[src/rtl/pekc_pkg.sv]
// Package for the percent-escape key codec: item and result types,
// character constants, status codes and hex helper functions.
// No dependencies; compiled first.
`default_nettype none

package pekc_pkg;

  // Character constants
  localparam logic [7:0] PctChar   = 8'h25;
  localparam logic [7:0] SpaceChar = 8'h20;
  localparam logic [7:0] PrintLo   = 8'd33;
  localparam logic [7:0] PrintHi   = 8'd126;

  // Depth of the result buffer: one escaped byte gives three characters
  localparam int unsigned MaxResults = 3;

  typedef enum logic [1:0] {
    StatusOk     = 2'd0,
    StatusBadHex = 2'd1,
    StatusEmpty  = 2'd2,
    StatusCutOff = 2'd3
  } status_e;

  typedef enum logic [1:0] {
    PhaseIdle = 2'd0,
    PhaseHigh = 2'd1,
    PhaseLow  = 2'd2
  } phase_e;

  typedef struct packed {
    logic [7:0] in_char;
    logic       in_last;
  } item_t;

  typedef struct packed {
    logic [7:0] data;
    logic       data_valid;
    logic       last;
    status_e    status;
  } result_t;

  // Result group handed from the translator to the output buffer
  typedef struct packed {
    result_t [MaxResults-1:0] res;
    logic [1:0]               cnt;
  } xlate_t;

  // Lower-case hex digit for one nibble
  function automatic logic [7:0] hex_digit(input logic [3:0] nib);
    logic [7:0] ch;
    if (nib < 4'd10) begin
      ch = 8'h30 + {4'd0, nib};
    end else begin
      ch = 8'h61 + {4'd0, nib} - 8'd10;
    end
    return ch;
  endfunction

  // Value of a hex digit in either case; bit 4 set when not a hex digit
  function automatic logic [4:0] hex_value(input logic [7:0] c);
    logic [7:0] d;
    logic [4:0] v;
    v = 5'h10;
    if (c >= 8'h30 && c <= 8'h39) begin
      d = c - 8'h30;
      v = {1'b0, d[3:0]};
    end else if (c >= 8'h61 && c <= 8'h66) begin
      d = c - 8'h57;
      v = {1'b0, d[3:0]};
    end else if (c >= 8'h41 && c <= 8'h46) begin
      d = c - 8'h37;
      v = {1'b0, d[3:0]};
    end
    return v;
  endfunction

endpackage

`default_nettype wire

[src/rtl/pekc_if.sv]
// Stream interfaces of the percent-escape key codec: input characters
// and result characters, each with valid/ready. Plain logic payloads.
`default_nettype none

interface pekc_in_if;
  logic       valid;
  logic       ready;
  logic [7:0] in_char;
  logic       in_last;

  modport source (output valid, output in_char, output in_last, input ready);
  modport sink   (input valid, input in_char, input in_last, output ready);
endinterface

interface pekc_out_if;
  logic       valid;
  logic       ready;
  logic [7:0] out_char;
  logic       out_char_valid;
  logic       out_last;
  logic [1:0] status;

  modport source (output valid, output out_char, output out_char_valid,
                  output out_last, output status, input ready);
  modport sink   (input valid, input out_char, input out_char_valid,
                  input out_last, input status, output ready);
endinterface

`default_nettype wire

[src/rtl/pekc_in_reg.sv]
// Input holding register of the codec: one item, freed when the
// translator takes it. Depends on pekc_pkg.
`default_nettype none

module pekc_in_reg (
  input  wire logic           clk_i,
  input  wire logic           rst_ni,
  input  wire logic           in_valid_i,
  input  wire pekc_pkg::item_t in_item_i,
  output logic                in_ready_o,
  output logic                item_valid_o,
  output pekc_pkg::item_t     item_o,
  input  wire logic           item_take_i
);
  import pekc_pkg::*;

  logic  valid_q, valid_d;
  item_t item_q;
  logic  load;

  // Free when empty or being emptied this cycle
  assign in_ready_o = !valid_q || item_take_i;
  assign load       = in_valid_i && in_ready_o;

  always_comb begin
    valid_d = valid_q;
    if (load) begin
      valid_d = 1'b1;
    end else if (item_take_i) begin
      valid_d = 1'b0;
    end
  end

  always_ff @(posedge clk_i or negedge rst_ni) begin
    if (!rst_ni) begin
      valid_q <= 1'b0;
    end else begin
      valid_q <= valid_d;
    end
  end

  // Payload, no reset
  always_ff @(posedge clk_i) begin
    if (load) begin
      item_q <= in_item_i;
    end
  end

  assign item_valid_o = valid_q;
  assign item_o       = item_q;

`ifndef SYNTHESIS
  a_take_needs_item: assert property (@(posedge clk_i) disable iff (!rst_ni)
    item_take_i |-> valid_q)
    else $error("item taken from empty input register");
  a_hold_until_take: assert property (@(posedge clk_i) disable iff (!rst_ni)
    valid_q && !item_take_i |=> valid_q && $stable(item_q))
    else $error("input item lost before it was taken");
  a_load_sets_valid: assert property (@(posedge clk_i) disable iff (!rst_ni)
    load |=> valid_q)
    else $error("transfer not held in input register");
`endif

endmodule

`default_nettype wire

[src/rtl/pekc_xlate.sv]
// Translator of the codec: mode register, decode state and the
// single-pass logic that maps one item to up to three results.
// Depends on pekc_pkg.
`default_nettype none

module pekc_xlate (
  input  wire logic            clk_i,
  input  wire logic            rst_ni,
  input  wire logic            cfg_we_i,
  input  wire logic            cfg_wdata_i,
  input  wire pekc_pkg::item_t item_i,
  input  wire logic            take_i,
  output pekc_pkg::xlate_t     xlate_o
);
  import pekc_pkg::*;

  logic       mode_q;
  phase_e     phase_q, phase_d;
  logic [3:0] high_q, high_d;
  logic       started_q, started_d;
  logic       err_q, err_d;

  logic [7:0] c;
  logic       last;
  logic [4:0] hv;
  logic       fail;
  status_e    fail_status;
  logic       fail_last;
  logic       clear;
  xlate_t     x;

  assign c    = item_i.in_char;
  assign last = item_i.in_last;
  assign hv   = hex_value(c);

  // Decode decisions: fail and clear are applied after the case
  always_comb begin
    x           = '0;
    phase_d     = phase_q;
    high_d      = high_q;
    started_d   = started_q;
    err_d       = err_q;
    fail        = 1'b0;
    fail_status = StatusOk;
    fail_last   = 1'b1;
    clear       = 1'b0;

    if (!mode_q) begin
      // Encode: escape '%' and anything outside the printable range
      if (c == PctChar || c < PrintLo || c > PrintHi) begin
        x.res[0] = '{data: PctChar, data_valid: 1'b1, last: 1'b0, status: StatusOk};
        x.res[1] = '{data: hex_digit(c[7:4]), data_valid: 1'b1, last: 1'b0,
                     status: StatusOk};
        x.res[2] = '{data: hex_digit(c[3:0]), data_valid: 1'b1, last: last,
                     status: StatusOk};
        x.cnt    = 2'd3;
      end else begin
        x.res[0] = '{data: c, data_valid: 1'b1, last: last, status: StatusOk};
        x.cnt    = 2'd1;
      end
    end else if (err_q) begin
      // Dropping to the end of the key
      clear = (c == SpaceChar) || last;
    end else if (c == SpaceChar) begin
      if (phase_q != PhaseIdle) begin
        fail        = 1'b1;
        fail_status = StatusCutOff;
      end else if (!started_q) begin
        fail        = 1'b1;
        fail_status = StatusEmpty;
      end else begin
        x.res[0] = '{data: 8'd0, data_valid: 1'b0, last: 1'b1, status: StatusOk};
        x.cnt    = 2'd1;
        clear    = 1'b1;
      end
    end else begin
      case (phase_q)
        PhaseIdle: begin
          started_d = 1'b1;
          if (c == PctChar) begin
            if (last) begin
              fail        = 1'b1;
              fail_status = StatusCutOff;
            end else begin
              phase_d = PhaseHigh;
            end
          end else begin
            x.res[0] = '{data: c, data_valid: 1'b1, last: last, status: StatusOk};
            x.cnt    = 2'd1;
            clear    = last;
          end
        end
        PhaseHigh: begin
          if (hv[4]) begin
            fail        = 1'b1;
            fail_status = StatusBadHex;
            fail_last   = last;
          end else if (last) begin
            fail        = 1'b1;
            fail_status = StatusCutOff;
          end else begin
            high_d  = hv[3:0];
            phase_d = PhaseLow;
          end
        end
        PhaseLow: begin
          if (hv[4]) begin
            fail        = 1'b1;
            fail_status = StatusBadHex;
            fail_last   = last;
          end else begin
            x.res[0] = '{data: {high_q, hv[3:0]}, data_valid: 1'b1, last: last,
                         status: StatusOk};
            x.cnt    = 2'd1;
            phase_d  = PhaseIdle;
            high_d   = 4'd0;
            clear    = last;
          end
        end
        default: begin
          phase_d = PhaseIdle;
        end
      endcase
    end

    // Error result; keep dropping unless the key ends here
    if (fail) begin
      x.res[0] = '{data: 8'd0, data_valid: 1'b0, last: 1'b1, status: fail_status};
      x.cnt    = 2'd1;
      clear    = 1'b1;
    end
    if (clear) begin
      phase_d   = PhaseIdle;
      high_d    = 4'd0;
      started_d = 1'b0;
      err_d     = fail && !fail_last;
    end
  end

  assign xlate_o = x;

  // Mode and decode state; a mode write starts a fresh key
  always_ff @(posedge clk_i or negedge rst_ni) begin
    if (!rst_ni) begin
      mode_q    <= 1'b0;
      phase_q   <= PhaseIdle;
      high_q    <= 4'd0;
      started_q <= 1'b0;
      err_q     <= 1'b0;
    end else if (cfg_we_i) begin
      mode_q    <= cfg_wdata_i;
      phase_q   <= PhaseIdle;
      high_q    <= 4'd0;
      started_q <= 1'b0;
      err_q     <= 1'b0;
    end else if (take_i) begin
      phase_q   <= phase_d;
      high_q    <= high_d;
      started_q <= started_d;
      err_q     <= err_d;
    end
  end

`ifndef SYNTHESIS
  a_drop_is_clean: assert property (@(posedge clk_i) disable iff (!rst_ni)
    err_q |-> phase_q == PhaseIdle && !started_q && high_q == 4'd0)
    else $error("dropping state with escape in progress");
  a_encode_count: assert property (@(posedge clk_i) disable iff (!rst_ni)
    !mode_q |-> x.cnt == 2'd1 || x.cnt == 2'd3)
    else $error("encode result count not one or three");
  a_cfg_clears: assert property (@(posedge clk_i) disable iff (!rst_ni)
    cfg_we_i |=> phase_q == PhaseIdle && !started_q && !err_q)
    else $error("mode write left decode state behind");
  a_decode_single: assert property (@(posedge clk_i) disable iff (!rst_ni)
    mode_q |-> x.cnt <= 2'd1)
    else $error("decode produced more than one result");
`endif

endmodule

`default_nettype wire

[src/rtl/pekc_out_buf.sv]
// Result buffer of the codec: holds up to three results of one item
// and shifts them out one per transfer. Depends on pekc_pkg.
`default_nettype none

module pekc_out_buf (
  input  wire logic             clk_i,
  input  wire logic             rst_ni,
  input  wire pekc_pkg::xlate_t xlate_i,
  input  wire logic             load_i,
  output logic                  can_load_o,
  output logic                  out_valid_o,
  output pekc_pkg::result_t     out_res_o,
  input  wire logic             out_ready_i
);
  import pekc_pkg::*;

  result_t [MaxResults-1:0] res_q;
  logic [1:0]               cnt_q, cnt_d;
  logic                     pop;

  assign out_valid_o = cnt_q != 2'd0;
  assign pop         = out_valid_o && out_ready_i;
  // Refill once the last waiting result leaves
  assign can_load_o  = (cnt_q == 2'd0) || (cnt_q == 2'd1 && pop);

  always_comb begin
    cnt_d = cnt_q;
    if (load_i) begin
      cnt_d = xlate_i.cnt;
    end else if (pop) begin
      cnt_d = cnt_q - 2'd1;
    end
  end

  always_ff @(posedge clk_i or negedge rst_ni) begin
    if (!rst_ni) begin
      cnt_q <= 2'd0;
    end else begin
      cnt_q <= cnt_d;
    end
  end

  // Payload shift register, no reset
  always_ff @(posedge clk_i) begin
    if (load_i) begin
      res_q <= xlate_i.res;
    end else if (pop) begin
      res_q[0] <= res_q[1];
      res_q[1] <= res_q[2];
    end
  end

  assign out_res_o = res_q[0];

`ifndef SYNTHESIS
  a_cnt_range: assert property (@(posedge clk_i) disable iff (!rst_ni)
    cnt_q <= 2'd3)
    else $error("result count out of range");
  a_load_when_free: assert property (@(posedge clk_i) disable iff (!rst_ni)
    load_i |-> can_load_o)
    else $error("results loaded over waiting results");
  a_stall_holds: assert property (@(posedge clk_i) disable iff (!rst_ni)
    out_valid_o && !out_ready_i |=> $stable(cnt_q) && $stable(res_q[0]))
    else $error("waiting result changed during stall");
`endif

endmodule

`default_nettype wire

[src/rtl/percent_escape_key_codec.sv]
// Top level of the percent-escape key codec: input register, translator
// and result buffer. Depends on pekc_pkg, pekc_if and the pekc_* modules.
//
// Use: set decode_mode through cfg_we_i/cfg_wdata_i while idle (0 escapes
// raw key bytes, 1 unescapes encoded characters); a write starts a fresh
// key. Characters enter on in_i, one transfer per valid and ready edge;
// results leave on out_o with out_char, out_char_valid, out_last, status.
// A result passes the input register and then the result buffer before
// it is offered on out_o.
// Throughput: while the receiver is ready, an item that gives at most one
// result is taken every cycle; an escaped byte gives three results and
// holds the next item until the last of them leaves the one-character port.
// In decode mode, an accepted '%' or first hex digit, or a dropped character, gives no result.
// When the receiver stalls, the waiting result holds, the buffer stays
// full and in_i.ready drops once the input register is also occupied.
// Reset clears the mode to encode, empties both registers and clears the
// decode state; no results are offered until new input arrives.
`default_nettype none

module percent_escape_key_codec (
  input  wire logic  clk_i,
  input  wire logic  rst_ni,
  input  wire logic  cfg_we_i,
  input  wire logic  cfg_wdata_i,
  pekc_in_if.sink    in_i,
  pekc_out_if.source out_o
);
  import pekc_pkg::*;

  item_t   in_item;
  item_t   item;
  logic    item_valid;
  logic    take;
  logic    can_load;
  xlate_t  xlate;
  result_t head;
  logic    out_valid;

  assign in_item = '{in_char: in_i.in_char, in_last: in_i.in_last};

  pekc_in_reg u_in_reg (
    .clk_i        (clk_i),
    .rst_ni       (rst_ni),
    .in_valid_i   (in_i.valid),
    .in_item_i    (in_item),
    .in_ready_o   (in_i.ready),
    .item_valid_o (item_valid),
    .item_o       (item),
    .item_take_i  (take)
  );

  // Item moves on when the buffer can take its results
  assign take = item_valid && can_load;

  pekc_xlate u_xlate (
    .clk_i       (clk_i),
    .rst_ni      (rst_ni),
    .cfg_we_i    (cfg_we_i),
    .cfg_wdata_i (cfg_wdata_i),
    .item_i      (item),
    .take_i      (take),
    .xlate_o     (xlate)
  );

  pekc_out_buf u_out_buf (
    .clk_i       (clk_i),
    .rst_ni      (rst_ni),
    .xlate_i     (xlate),
    .load_i      (take),
    .can_load_o  (can_load),
    .out_valid_o (out_valid),
    .out_res_o   (head),
    .out_ready_i (out_o.ready)
  );

  assign out_o.valid          = out_valid;
  assign out_o.out_char       = head.data;
  assign out_o.out_char_valid = head.data_valid;
  assign out_o.out_last       = head.last;
  assign out_o.status         = head.status;

`ifndef SYNTHESIS
  a_no_output_after_reset: assert property (@(posedge clk_i)
    !rst_ni |=> !out_valid)
    else $error("result offered right after reset");
  a_error_ends_key: assert property (@(posedge clk_i) disable iff (!rst_ni)
    out_valid && head.status != StatusOk |-> head.last && !head.data_valid)
    else $error("error result not a bare end of key");
  a_bare_end_last: assert property (@(posedge clk_i) disable iff (!rst_ni)
    out_valid && !head.data_valid |-> head.last)
    else $error("bare result without end of key");
`endif

endmodule

`default_nettype wire

[src/flat_wrapper.sv]
// flat-port wrapper written by rule: the top's interface ports become plain ports
module percent_escape_key_codec_flat import pekc_pkg::*;
  (clk_i, rst_ni, cfg_we_i, cfg_wdata_i, in_i_valid, in_i_in_char, in_i_in_last, in_i_ready, out_o_valid, out_o_out_char, out_o_out_char_valid, out_o_out_last, out_o_status, out_o_ready);
  pekc_in_if in_i_i ();
  pekc_out_if out_o_i ();
  input  wire logic clk_i;
  input  wire logic rst_ni;
  input  wire logic cfg_we_i;
  input  wire logic cfg_wdata_i;
  input wire logic [$bits(in_i_i.valid)-1:0] in_i_valid;
  input wire logic [$bits(in_i_i.in_char)-1:0] in_i_in_char;
  input wire logic [$bits(in_i_i.in_last)-1:0] in_i_in_last;
  output wire logic [$bits(in_i_i.ready)-1:0] in_i_ready;
  output wire logic [$bits(out_o_i.valid)-1:0] out_o_valid;
  output wire logic [$bits(out_o_i.out_char)-1:0] out_o_out_char;
  output wire logic [$bits(out_o_i.out_char_valid)-1:0] out_o_out_char_valid;
  output wire logic [$bits(out_o_i.out_last)-1:0] out_o_out_last;
  output wire logic [$bits(out_o_i.status)-1:0] out_o_status;
  input wire logic [$bits(out_o_i.ready)-1:0] out_o_ready;
  assign in_i_i.valid = in_i_valid;
  assign in_i_i.in_char = in_i_in_char;
  assign in_i_i.in_last = in_i_in_last;
  assign in_i_ready = in_i_i.ready;
  assign out_o_valid = out_o_i.valid;
  assign out_o_out_char = out_o_i.out_char;
  assign out_o_out_char_valid = out_o_i.out_char_valid;
  assign out_o_out_last = out_o_i.out_last;
  assign out_o_status = out_o_i.status;
  assign out_o_i.ready = out_o_ready;
  percent_escape_key_codec u_core (.clk_i(clk_i), .rst_ni(rst_ni), .cfg_we_i(cfg_we_i), .cfg_wdata_i(cfg_wdata_i), .in_i(in_i_i), .out_o(out_o_i));
endmodule
[config.mk]
export PLATFORM = sky130hd
export DESIGN_NAME = percent_escape_key_codec_flat
export DESIGN_NICKNAME = d
export VERILOG_FILES = /design/src/rtl/pekc_pkg.sv /design/src/rtl/pekc_if.sv /design/src/rtl/pekc_in_reg.sv /design/src/rtl/pekc_xlate.sv /design/src/rtl/pekc_out_buf.sv /design/src/rtl/percent_escape_key_codec.sv /design/src/flat_wrapper.sv
export SDC_FILE = /design/constraint.sdc
export NUM_CORES = 1
export LEC_CHECK = 0
export ABC_AREA = 1
export BUFFER_PORTS_ARGS = -buffer_cell sky130_fd_sc_hd__clkbuf_2
export CORE_MARGIN = 10
export CORE_UTILIZATION = 30
export DETAILED_ROUTE_END_ITERATION = 10
export PLACE_DENSITY = 0.52
export SLEW_MARGIN = 15
export SYNTH_ARGS = -nofsm -noshare
export SYNTH_HDL_FRONTEND = slang
export SYNTH_SLANG_ARGS = --single-unit
[constraint.sdc]
create_clock -name clk_i -period 5.8 [get_ports clk_i]
set_input_delay 1.45 -clock clk_i [delete_from_list [all_inputs] [get_ports clk_i]]
set_output_delay 1.45 -clock clk_i [all_outputs]
set_load 0.02 [all_outputs]
### Word level (Yosys, flattened, before mapping)

Index checks and enable logic that the tools add are counted.

| word-level totals | value |
|---|---|
| flip-flop bits (word level) | 57 |
| input bits | 15 |
| output and inout port bits | 14 |

| operators by class | value |
|---|---|
| add/subtract/negate cells | 10 |
| $lt $le $gt $ge | 10 |
| equal/unequal tests | 12 |
| muxes and demuxes | 89 |
| bitwise gates (word level) | 1 |
| reductions and logical operators | 32 |

Operator list:

| kind | number |
|---|---|
| 2-to-1 mux 14 bit | 7 |
| 2-to-1 mux 24 bit | 2 |
| 2-to-1 mux 2 bit | 21 |
| 2-to-1 mux 4 bit | 9 |
| 2-to-1 mux 1 bit | 35 |
| one-hot mux 14 bit (2 select lines) | 1 |
| 2-to-1 mux 5 bit | 5 |
| != test 4 bit, second input constant | 5 |
| adder 7 x 4 -> 8 bit, first input constant | 2 |
| == test 8 x 6 -> 1 bit, second input constant | 2 |
| >= comparator 8 x 7 -> 1 bit, second input constant | 2 |
| less-or-equal comparator 8 x 7 -> 1 bit, second input constant | 2 |
| 2-to-1 mux 16 bit | 1 |
| 2-to-1 mux 8 bit | 2 |
| subtractor 8 x 4 -> 8 bit, second input constant | 2 |
| adder 6 x 4 -> 7 bit, first input constant | 2 |
| 2-to-1 mux 12 bit | 1 |
| one-hot mux 2 bit (3 select lines) | 2 |
| nonzero test 2 bit | 6 |
| AND reduction 9 bit | 1 |
| >= comparator 8 x 6 -> 1 bit, second input constant | 1 |
| > comparator 8 x 7 -> 1 bit, second input constant | 1 |
| less-or-equal comparator 8 x 6 -> 1 bit, second input constant | 1 |
| logical AND 1 bit | 8 |
| 22 further kinds | 33 |

### Depth between registers and ports, before layout

| depth | value |
|---|---|
| depth after elaboration | 15 |
| gate-level depth with buffers | 19 |
| mapped depth without buffers | 19 |

### Cells and area by module

A second synthesis with hierarchy kept.

| second synthesis, totals | value |
|---|---|
| cell total of the unflattened synthesis | 455 |
| area total of the unflattened synthesis | 3,701.0 um^2 |

Modules (own cells, without submodules):

| module | times used | cells each | area each (um^2) | seq. area each (um^2) |
|---|---|---|---|---|
| pekc_xlate | 1 | 291 | 1,725.4 | 225.2 |
| pekc_out_buf | 1 | 147 | 1,652.8 | 1,131.1 |
| pekc_in_reg | 1 | 15 | 315.3 | 295.3 |
| percent_escape_key_codec | 1 | 2 | 7.5 | 0.0 |

### Worst setup path before layout

OpenSTA, ideal clock, no wires.

| timing | value |
|---|---|
| kind | input to output |
| from | input port out_o_ready |
| to | output port in_i_ready |
| arrival | 1.787 ns |
| required time | 4.350 ns |
| setup slack | 2.563 ns |
| stages | 2 |
| cells stage by stage | a21oi_1 nand2_1 |

| between the ends | value |
|---|---|
| longest elaborated chain between the ends | 5 |

RTL lines:

| item | line | RTL |
|---|---|---|
| start, declared | flat_wrapper.sv:19 | `input wire logic [$bits(out_o_i.ready)-1:0] out_o_ready;` |
| logical AND 1 bit | pekc_out_buf.sv:22 | `assign pop = out_valid_o && out_ready_i;` |
| logical AND 1 bit | pekc_out_buf.sv:24 | `assign can_load_o = (cnt_q == 2'd0) \|\| (cnt_q == 2'd1 && pop);` |
| logical OR 1 bit | pekc_out_buf.sv:24 |  |
| logical AND 1 bit | percent_escape_key_codec.sv:53 | `assign take = item_valid && can_load;` |
| logical OR 1 bit | pekc_in_reg.sv:22 | `assign in_ready_o = !valid_q \|\| item_take_i;` |
| end, declared | flat_wrapper.sv:13 | `output wire logic [$bits(in_i_i.ready)-1:0] in_i_ready;` |

Every way passes these cells.

### Final worst setup path

Ends and elaborated chain as after synthesis.

==> reports/results.ini <==
[synth]
synth-seq-area-share_pct = 45.0
synth-async-reset-ratio_pct = 23.5
ys_warn_count = 0
syn_area_um2 = 3270
synth-seq-cells = 51
yosys.cell_types.count = 37
avgSynthCellArea_um2 = 8.94
synthMostInstantiatedCell = nand2_1
syn_nets = 398
ys.flop_type = edfxtp_1
yosysTopAreaCell = edfxtp_1
syn_inst = 366
synth-edff-count = 39
ys_top_cells_by_area = edfxtp_1, nand2_1, dfrtp_1
synth_top_area_share_pct = 35.8
synthTopCellsByCount = nand2_1, edfxtp_1, inv_1, nor2_1, o21ai_0

[clocking]
cts_made_buffers = 5
ctsResizeCount = 0
ctsHoldBuffers = 0
htreeDepth = 2
cts_setup_buffers = 0
clk_latency_ns = 0.31
clock_path_buffers = 2
clock-root-buffer = clkbuf_8
cts.sinks = 51
cts_tree = built
clk_pin_slew_ns = 0.09

[worst_setup_path]
criticalPathCategory = input pin to output port
end_kind = output port
crit_arrival_ns = 2.06
path_max_fanout = 3
start_kind = input pin
r2r_cells = 14
critical_path_required_ns = 4.35

[sta]
hold_violations = 0
fin_tns_setup_ns = 0
fin_crit_sh_pct = 60.5
rsz0062_at_grt = no
fmax_mhz = 285
whs_ns = 0.498
maxSlewViolCount = 0
fin_skew_ns = 0.0138
worst_pin_slew_ns = 0.820
min_period_ns = 3.51
setup_viol = 0
slew_headroom_pct = 45.2

[power]
p_leak_uw = 0.00160
ir_worst_vdd_mv = 0.186
power_uw = 1800
power_density_nw_per_um2 = 501

[grt]
grtUsageTotal_pct = 9.85
grt_pass1_wl_um = 12900
grt-ovfl-total = 0
grt_max_degree = 23
grt_pass1_vias = 2565
antenna_found_initial = 0

[die]
io_pins = 29
dieArea_um2 = 15500
start_util_pct = 30.4
die_w_um = 124
rows = 38
die_h_um = 124
coreArea_um2 = 10700

[layout]
area_growth_pct = 9.83
seq_area_um2 = 1470
n_fill_cell = 1138
finalNonFillerCells = 528
multi_input_area_um2 = 1550
drive_above_1_share_pct = 19.8
nets = 419
n_antenna_cell = 0

[hold_path]
hold_class = flop to flop
hold_depth = 2

[detailed_routing]
firstDrtPassIters = 5
num_vias = 2479
routed_wl_um = 7530
initialDrtViolationCount = 203
vias_per_cell = 4.70
drcViolationCount = 0
wl_per_cell_um = 14.3
detail-route-antenna-nets = 0

[place]
portBuffers = 28
hpwlAfterDp_um = 5880
place_inst = 520
globalplace.congestion = 0.881

[status]
outcome = finished clean

[job]
drv_cap = 0

## through the flow
step           worst slack (ns)  instance area [µm²]  utilization, %
5_1_grt                    2.23                 3590            33.4
4_1_cts                    2.27                 3590            33.4
3_3_place_gp               2.27                 3500            32.6
2_1_floorplan              2.56                 3270               -
3_5_place_dp               2.27                 3500            32.6
6_report                   2.29                 3590            33.4
## worst max-delay path: stages
cell,delay [ns]
clkbuf_2,0.09
a21oi_1,0.22
nand2_1,0.12
clkbuf_2,0.18
## final timing paths
kind,start,end,slack (ns)
max,out_o_ready,in_i_ready,2.29
min,u_core.u_xlate.high_q[2],u_core.u_xlate.high_q[2],0.50
max reg2reg,u_core.u_in_reg.item_o[1],u_core.u_out_buf.out_res_o[7],3.02
min reg2reg,u_core.u_xlate.high_q[2],u_core.u_xlate.high_q[2],0.50
max in group asynchronous,rst_ni,u_core.u_xlate.high_q[3],4.52
min in group asynchronous,rst_ni,u_core.u_out_buf.cnt_q[1],1.01
## layer usage
| layer | track usage [%] | wire length [µm] |
|---|---|---|
| met5 | 0 | 0 |
| met4 | 2.88 | 118 |
| met3 | 2.26 | 415 |
| met2 | 15.6 | 3420 |
| met1 | 13.1 | 3580 |
## power breakdown
part	switching, µW	total [µW]	internal [µW]
combinational	612	885	272
sequential	81.9	696	615
clock	130	219	89.1
total	824	1800	976
## kinds of logic after synthesis
group,share of synthesized area [%]
compound gates,11.1
flops,45.0
fa+ha+maj,6.50
xor+xnor,1.34
buf+inv,7.76
simple gates,28.3
## final cells by class
type,count,area share [%]
Multi-Input combinational cell,258,43.0
Sequential cell,51,40.9
Tap cell,140,4.87
Inverter,42,4.39
Timing Repair Buffer,29,4.11
Clock buffer,5,1.92
Clock inverter,3,0.731
## registers in the layout, summed over array words and instances (netlist names), 2 cells and up
| name | count |
|---|---|
| u_core.u_in_reg.item_o | 9 |
| u_core.u_out_buf.cnt_q | 2 |
| u_core.u_out_buf.out_res_o | 12 |
| u_core.u_out_buf.res_q | 18 |
| u_core.u_xlate.high_q | 4 |
| u_core.u_xlate.phase_q | 2 |
## cell usage in the layout (no fill, tap or decap), types with 2 or more instances in the layout
| cell | n |
|---|---|
| o21ai_0 | 30 |
| nor2_2 | 6 |
| clkbuf_8 | 5 |
| a22oi_1 | 6 |
| inv_6 | 2 |
| inv_1 | 35 |
| dfrtp_1 | 12 |
| a31oi_1 | 2 |
| nand2_4 | 7 |
| nand2_1 | 83 |
| nor2_4 | 3 |
| nand3_4 | 5 |
| nor2_1 | 33 |
| nand2_8 | 2 |
| nor3_1 | 4 |
| nand4_1 | 5 |
| o31ai_1 | 3 |
| clkbuf_2 | 28 |
| nand2_2 | 7 |
| a21oi_1 | 14 |
| xor2_1 | 5 |
| ha_1 | 17 |
| nand3_1 | 14 |
| o22ai_1 | 2 |
| inv_2 | 6 |
| edfxtp_1 | 39 |
Note: power is estimated with default switching activity, not from simulation.
